`config.mk`:
```
export PLATFORM = sky130hd
export DESIGN_NAME = square_matrix_multiply_core
export DESIGN_NICKNAME = d
export VERILOG_FILES = /design/src/sv/sqmm_pkg.sv /design/src/sv/sqmm_ram.sv /design/src/sv/square_matrix_multiply_core.sv
export SDC_FILE = /design/constraint.sdc
export NUM_CORES = 2
export LEC_CHECK = 0
export ABC_AREA = 1
export BUFFER_PORTS_ARGS = -buffer_cell sky130_fd_sc_hd__buf_4
export CAP_MARGIN = 15
export CELL_PAD_IN_SITES_DETAIL_PLACEMENT = 2
export CELL_PAD_IN_SITES_GLOBAL_PLACEMENT = 2
export CORE_ASPECT_RATIO = 1.4
export CORE_MARGIN = 3
export CORE_UTILIZATION = 40
export CTS_CLUSTER_DIAMETER = 80
export DETAILED_ROUTE_END_ITERATION = 10
export PLACE_DENSITY = 0.79
export SYNTH_ARGS = -nofsm -noshare
export SYNTH_HDL_FRONTEND = slang
export SYNTH_SLANG_ARGS = --single-unit
```
`constraint.sdc`:
```
create_clock -name aclk -period 6.3 [get_ports aclk]
set_input_delay 1.26 -clock aclk [delete_from_list [all_inputs] [get_ports aclk]]
set_output_delay 1.26 -clock aclk [all_outputs]
set_load 0.01 [all_outputs]
```
`src/sv/sqmm_pkg.sv`:
```
// Shared types and constants for the square matrix multiply core.
package sqmm_pkg;

    localparam int OPCODE_W = 2;
    localparam int POS_W    = 3;
    localparam int ELEM_W   = 16;
    localparam int MUL_W    = 2 * ELEM_W;
    localparam int PROD_W   = 36;
    localparam int SIZE_W   = 4;

    localparam logic [SIZE_W-1:0] SIZE_RESET = 4'd8;

    localparam logic [OPCODE_W-1:0] OP_WRITE_A = 2'd0;
    localparam logic [OPCODE_W-1:0] OP_WRITE_B = 2'd1;
    localparam logic [OPCODE_W-1:0] OP_COMPUTE = 2'd2;

    typedef enum logic [3:0] {
        ST_IDLE  = 4'b0001,
        ST_ISSUE = 4'b0010,
        ST_DRAIN = 4'b0100,
        ST_EMIT  = 4'b1000
    } state_t;

endpackage

```
`src/sv/sqmm_ram.sv`:
```
// Generic single-write, single-read RAM with registered read data.
module sqmm_ram #(
    parameter int WIDTH  = 16,
    parameter int DEPTH  = 64,
    parameter int ADDR_W = 6
) (
    input  logic              aclk,
    input  logic              wr_en,
    input  logic [ADDR_W-1:0] wr_addr,
    input  logic [WIDTH-1:0]  wr_data,
    input  logic [ADDR_W-1:0] rd_addr,
    output logic [WIDTH-1:0]  rd_data
);

    logic [WIDTH-1:0] mem [DEPTH];
    logic [WIDTH-1:0] rd_data_reg;

    always_ff @(posedge aclk) begin
        if (wr_en) begin
            mem[wr_addr] <= wr_data;
        end
        rd_data_reg <= mem[rd_addr];
    end

    assign rd_data = rd_data_reg;

endmodule

```
`src/sv/square_matrix_multiply_core.sv`:
```
// Square matrix multiply core: element loads into A and B, then C = A * B in row-major order.
//
// Write items store one element of A or B. A compute item keeps the input side
// busy while every element of C is produced by one shared 16x16 multiplier and
// a 36-bit accumulator, fed from two RAMs with one read port each. For each
// element of C the core issues n reads, then passes the read, multiply,
// accumulate and hand-off stages; a stall on the result channel holds the
// compute. n is the configured size limited to MAX_DIM. The result register
// lets the last product wait for the downstream side while new items are
// already accepted.
module square_matrix_multiply_core
    import sqmm_pkg::*;
#(
    parameter int MAX_DIM = 8
) (
    input  logic                     aclk,
    input  logic                     aresetn,
    input  logic                     cfg_wr_en,
    input  logic [SIZE_W-1:0]        cfg_wr_data,
    input  logic                     s_valid,
    output logic                     s_ready,
    input  logic [OPCODE_W-1:0]      s_opcode,
    input  logic [POS_W-1:0]         s_row,
    input  logic [POS_W-1:0]         s_col,
    input  logic signed [ELEM_W-1:0] s_element_value,
    output logic                     m_valid,
    input  logic                     m_ready,
    output logic [POS_W-1:0]         m_out_row,
    output logic [POS_W-1:0]         m_out_col,
    output logic signed [PROD_W-1:0] m_product_value,
    output logic                     m_last
);

    localparam int CNT_W  = $clog2(MAX_DIM + 1);
    localparam int DEPTH  = MAX_DIM * MAX_DIM;
    localparam int ADDR_W = (DEPTH > 1) ? $clog2(DEPTH) : 1;

    state_t state_reg, state_next;
    logic [SIZE_W-1:0] size_in_use_reg;
    logic [CNT_W-1:0]  n_reg, n_next;
    logic [CNT_W-1:0]  i_reg, i_next;
    logic [CNT_W-1:0]  j_reg, j_next;
    logic [CNT_W-1:0]  k_reg, k_next;
    logic [CNT_W-1:0]  n_clip;
    logic [CNT_W-1:0]  n_last;

    logic s_accept;
    logic wr_in_range;
    logic wr_en_a, wr_en_b;
    logic [ADDR_W-1:0] wr_addr;
    logic [ADDR_W-1:0] rd_addr_a, rd_addr_b;
    logic [ELEM_W-1:0] rd_data_a, rd_data_b;

    logic issue;
    logic s1_vld_reg, s1_first_reg, s1_last_reg;
    logic s2_vld_reg, s2_first_reg, s2_last_reg;
    logic done_reg;
    logic signed [MUL_W-1:0]  mul_reg;
    logic signed [PROD_W-1:0] acc_reg;

    logic out_free;
    logic out_load;
    logic m_valid_reg;
    logic [POS_W-1:0] m_out_row_reg, m_out_col_reg;
    logic signed [PROD_W-1:0] m_product_value_reg;
    logic m_last_reg;

    assign s_ready  = (state_reg == ST_IDLE);
    assign s_accept = s_valid && s_ready;

    // Sizes above the storage dimension are taken as the storage dimension.
    assign n_clip = (32'(size_in_use_reg) > 32'(MAX_DIM)) ? CNT_W'(MAX_DIM)
                                                           : CNT_W'(size_in_use_reg);
    assign n_last = n_reg - CNT_W'(1);

    // Element writes.
    assign wr_in_range = (32'(s_row) < 32'(MAX_DIM)) && (32'(s_col) < 32'(MAX_DIM));
    assign wr_addr = ADDR_W'(s_row) * ADDR_W'(MAX_DIM) + ADDR_W'(s_col);
    assign wr_en_a = s_accept && wr_in_range && (s_opcode == OP_WRITE_A);
    assign wr_en_b = s_accept && wr_in_range && (s_opcode == OP_WRITE_B);

    // A is walked along row i, B down column j.
    assign rd_addr_a = ADDR_W'(i_reg) * ADDR_W'(MAX_DIM) + ADDR_W'(k_reg);
    assign rd_addr_b = ADDR_W'(k_reg) * ADDR_W'(MAX_DIM) + ADDR_W'(j_reg);

    sqmm_ram #(
        .WIDTH  (ELEM_W),
        .DEPTH  (DEPTH),
        .ADDR_W (ADDR_W)
    ) u_ram_a (
        .aclk    (aclk),
        .wr_en   (wr_en_a),
        .wr_addr (wr_addr),
        .wr_data (s_element_value),
        .rd_addr (rd_addr_a),
        .rd_data (rd_data_a)
    );

    sqmm_ram #(
        .WIDTH  (ELEM_W),
        .DEPTH  (DEPTH),
        .ADDR_W (ADDR_W)
    ) u_ram_b (
        .aclk    (aclk),
        .wr_en   (wr_en_b),
        .wr_addr (wr_addr),
        .wr_data (s_element_value),
        .rd_addr (rd_addr_b),
        .rd_data (rd_data_b)
    );

    assign issue    = (state_reg == ST_ISSUE);
    assign out_free = !m_valid_reg || m_ready;
    assign out_load = (state_reg == ST_EMIT) && out_free;

    always_comb begin
        state_next = state_reg;
        n_next     = n_reg;
        i_next     = i_reg;
        j_next     = j_reg;
        k_next     = k_reg;
        unique case (state_reg)
            ST_IDLE: begin
                if (s_accept && (s_opcode == OP_COMPUTE) && (n_clip != '0)) begin
                    n_next     = n_clip;
                    i_next     = '0;
                    j_next     = '0;
                    k_next     = '0;
                    state_next = ST_ISSUE;
                end
            end
            ST_ISSUE: begin
                if (k_reg == n_last) begin
                    k_next     = '0;
                    state_next = ST_DRAIN;
                end else begin
                    k_next = k_reg + CNT_W'(1);
                end
            end
            ST_DRAIN: begin
                if (done_reg) begin
                    state_next = ST_EMIT;
                end
            end
            ST_EMIT: begin
                if (out_free) begin
                    if (j_reg == n_last) begin
                        j_next = '0;
                        if (i_reg == n_last) begin
                            state_next = ST_IDLE;
                        end else begin
                            i_next     = i_reg + CNT_W'(1);
                            state_next = ST_ISSUE;
                        end
                    end else begin
                        j_next     = j_reg + CNT_W'(1);
                        state_next = ST_ISSUE;
                    end
                end
            end
            default: begin
                state_next = ST_IDLE;
            end
        endcase
    end

    always_ff @(posedge aclk) begin
        if (!aresetn) begin
            state_reg       <= ST_IDLE;
            size_in_use_reg <= SIZE_RESET;
            n_reg           <= '0;
            i_reg           <= '0;
            j_reg           <= '0;
            k_reg           <= '0;
            s1_vld_reg      <= 1'b0;
            s2_vld_reg      <= 1'b0;
            done_reg        <= 1'b0;
            m_valid_reg     <= 1'b0;
        end else begin
            state_reg  <= state_next;
            n_reg      <= n_next;
            i_reg      <= i_next;
            j_reg      <= j_next;
            k_reg      <= k_next;
            s1_vld_reg <= issue;
            s2_vld_reg <= s1_vld_reg;
            done_reg   <= s2_vld_reg && s2_last_reg;
            if (cfg_wr_en) begin
                size_in_use_reg <= cfg_wr_data;
            end
            if (out_load) begin
                m_valid_reg <= 1'b1;
            end else if (m_ready) begin
                m_valid_reg <= 1'b0;
            end
        end
    end

    // Multiply-accumulate datapath: read, multiply, accumulate, and result register load.
    always_ff @(posedge aclk) begin
        s1_first_reg <= (k_reg == '0);
        s1_last_reg  <= (k_reg == n_last);
        s2_first_reg <= s1_first_reg;
        s2_last_reg  <= s1_last_reg;
        mul_reg      <= MUL_W'($signed(rd_data_a)) * MUL_W'($signed(rd_data_b));
        if (s2_vld_reg) begin
            if (s2_first_reg) begin
                acc_reg <= PROD_W'(mul_reg);
            end else begin
                acc_reg <= acc_reg + PROD_W'(mul_reg);
            end
        end
        if (out_load) begin
            m_out_row_reg       <= POS_W'(i_reg);
            m_out_col_reg       <= POS_W'(j_reg);
            m_product_value_reg <= acc_reg;
            m_last_reg          <= (i_reg == n_last) && (j_reg == n_last);
        end
    end

    assign m_valid         = m_valid_reg;
    assign m_out_row       = m_out_row_reg;
    assign m_out_col       = m_out_col_reg;
    assign m_product_value = m_product_value_reg;
    assign m_last          = m_last_reg;

endmodule
```
==> results.cfg <==
[run_status]
status = finished clean

[timing]
setup_viol = 0
fmax_mhz = 167
fin_tns_setup_ns = 0
rsz0062_at_grt = no
slew_headroom = 0.103
worstMarginPinSlew_ns = 1.34
final.min_clock_period_ns = 5.99
hold_violations = 0
maxSlewViolCount = 0
finalCritPeriodShare = 0.951
finClkSkew_ns = 0.101

[cells_and_area]
nNetsFinal = 9341
drive_gt1_frac = 0.0785
fillers = 25000
reg_top3 = u_ram_a.mem: 1024 flops, u_ram_b.mem: 1024 flops
syn2layout_area_growth_pct = 11.9

[worst_setup_path]
critPathKind = flop to flop
cp.required_ns = 7.05
worst_setup_path_start_kind = flop
crit_start = u_ram_a.rd_data[6]
crit_end = mul_reg[20]
cp_data_arrival_time_ns = 6.74
regToRegEndpoint = mul_reg[20]
r2r_setup_slack_ns = 0.31
worstRegToRegCells = 20
path_max_fanout = 9
r2r_start = u_ram_a.rd_data[6]
end_kind = flop

[placed_design]
io_buffers = 77
post-dp-hpwl_um = 230000
gp_congestion = 0.863

[synth]
synth-edff-count = 2127
synth_nets = 9316
ys_warn_count = 0
synth_ff_type = edfxtp_1
synth_seq_area_share = 0.657
syn-cell-area_um2 = 100000
synthArstFlopShare = 0
ys_ff_latch = 2223
synth.distinct_cells = 44
synth_top_area_share = 0.638
yosys-top-cells-area = edfxtp_1 64%, nand2_1 6.7%, fa_1 5.3%
yosys.area.top_type = edfxtp_1
syn_inst = 8894
syn_area_per_cell_um2 = 11.3

[cts]
path_clk_slew_ns = 0.07
cts_root_buffer = clkbuf_16
cts_tree = done
cts_made_buffers = 223
htreeDepth = 4
cts_buffer_depth = 4
cts.sinks = 2223
hold_buffers = 0
clk_latency_ns = 0.92

[global_routing]
grt_pass1_wl_um = 554000
antenna_found_initial = 20
grt_max_degree = 176
grt_usage = 0.289
grt_overflow = 0
grt_pass1_vias = 81900

[floorplan]
rows = 216
start_util = 0.404
die_y_um = 598
io_pins = 78
die_w_um = 429
dieArea_um2 = 257000
core_um2 = 248000

[route]
drc = 0
totalWireLength_um = 378000
via_count = 72800
vias_per_cell = 5.88
wl_per_cell_um = 30.6
final_antenna_net_count = 0
dr.pass1.iters = 6
drt_iter0_markers = 6493

[run]
maxCapViolations = 0

[hold_path]
holdCritPathClass = flop to flop
## worst min-delay path by stage
stage                   endpoint    startpoint  depth (start not counted)  slack (ns)
floorplan           s2_first_reg  s1_first_reg                          0        0.31
detailed placement  s2_first_reg  s1_first_reg                          0        0.32
global route         s2_last_reg   s1_last_reg                          0        0.35
finish               s2_last_reg   s1_last_reg                          0        0.34
CTS                  s2_last_reg   s1_last_reg                          0        0.34
global placement     s2_last_reg   s1_last_reg                          0        0.31
## layer usage
| layer | GRT usage | share of wire | vias up |
|---|---|---|---|
| met5 | 0 | 0.00014 | - |
| met4 | 0.157 | 0.060 | 8 |
| met3 | 0.0361 | 0.053 | 954 |
| met2 | 0.515 | 0.51 | 2644 |
| met1 | 0.339 | 0.38 | 38400 |
| li1 | - | - | 30800 |
## layout by cell type (no fill, tap or decap), types with 19 or more instances in the layout
| cell | synthesis | routed |
|---|---|---|
| clkbuf_1 | 332 | 36 |
| nand4_1 | 27 | 27 |
| dfxtp_1 | 96 | 88 |
| xor2_1 | 31 | 31 |
| nor2_2 | 0 | 19 |
| inv_1 | 564 | 561 |
| fa_1 | 263 | 263 |
| nor2_1 | 1291 | 1271 |
| nand2_1 | 1783 | 1782 |
| a21oi_1 | 79 | 79 |
| clkbuf_16 | 0 | 227 |
| bufinv_16 | 0 | 30 |
| o22ai_1 | 512 | 512 |
| ha_1 | 126 | 124 |
| clkinv_2 | 1 | 41 |
| clkinv_1 | 1 | 46 |
| nand3_1 | 281 | 280 |
| o21ai_0 | 1037 | 1036 |
| o21ai_1 | 31 | 32 |
| nor3_1 | 34 | 26 |
| edfxtp_1 | 2127 | 2127 |
| buf_4 | 19 | 304 |
## cells by family (layout without fill, tap and decap cells)
family,after synthesis,count (layout),share of synthesized area
AO/OA/AOI/OAI,1686,1686,0.0913
buffers and inverters,1099,1296,0.0443
XOR/XNOR,50,50,0.00437
AND/OR/NAND/NOR,3447,3447,0.135
adder cells (fa/ha/maj),389,389,0.0683
other,0,8,0
flip-flops,2223,2223,0.657
## area by class of cell
cell class	instances	area, µm²	area share
Multi-Input combinational cell	5572	30100	0.268
Inverter	576	2210	0.0197
Sequential cell	2223	65800	0.587
Clock buffer	265	5830	0.0520
Clock inverter	132	1440	0.0128
Tap cell	3270	4090	0.0365
Timing Repair Buffer	323	2630	0.0235
Antenna cell	8	20.0	0.000179
## cell usage after synthesis, drive strengths merged, types with 3 or more instances
master / number
edfxtp: 2127
a21o: 3
nor4: 4
xnor2: 19
or2: 13
nand3: 282
nor3: 34
nor2: 1293
ha: 126
inv: 574
o22ai: 512
fa: 263
a31oi: 4
nand2: 1785
nand4: 27
dfxtp: 96
nand3b: 7
o21ai: 1068
buf: 183
xor2: 31
clkbuf: 340
a21oi: 79
a22oi: 3
o21bai: 10
## timing repair
item	in CTS	in global routing
hold endpoints to repair	0	0
gates resized for setup	0	3
endpoints found under the setup margin	0	2
setup buffers	0	0
## through the flow
step | instance area (µm²) | util | setup WS [ns] | hold WS [ns] | std cells
after floorplan | 100000 | - | 0.754 | 0.310 | 8894
after global placement | 105000 | 0.422 | 0.344 | 0.312 | 12000
after detailed placement | 105000 | 0.422 | 0.232 | 0.324 | 12000
after CTS | 112000 | 0.451 | 0.182 | 0.345 | 12400
after global routing | 112000 | 0.452 | 0.0206 | 0.351 | 12400
final | 112000 | 0.452 | 0.307 | 0.340 | 12400
## critical path: stages (launching register included)
cell and delay, ns:
dfxtp_1 0.59, buf_4 0.30, nand2_1 0.10, fa_1 0.52
inv_1 0.07, fa_1 0.51, inv_1 0.06, fa_1 0.53
inv_1 0.05, fa_1 0.41, fa_1 0.53, inv_1 0.05
fa_1 0.48, inv_1 0.05, ha_1 0.35, nand2_1 0.12
o21a_1 0.24, o21bai_1 0.46, a21oi_1 0.08, nand2_1 0.17
xor2_1 0.19
Power is not shown: default switching activity piles up to over one toggle a cycle in this logic, so the estimate is an artifact.
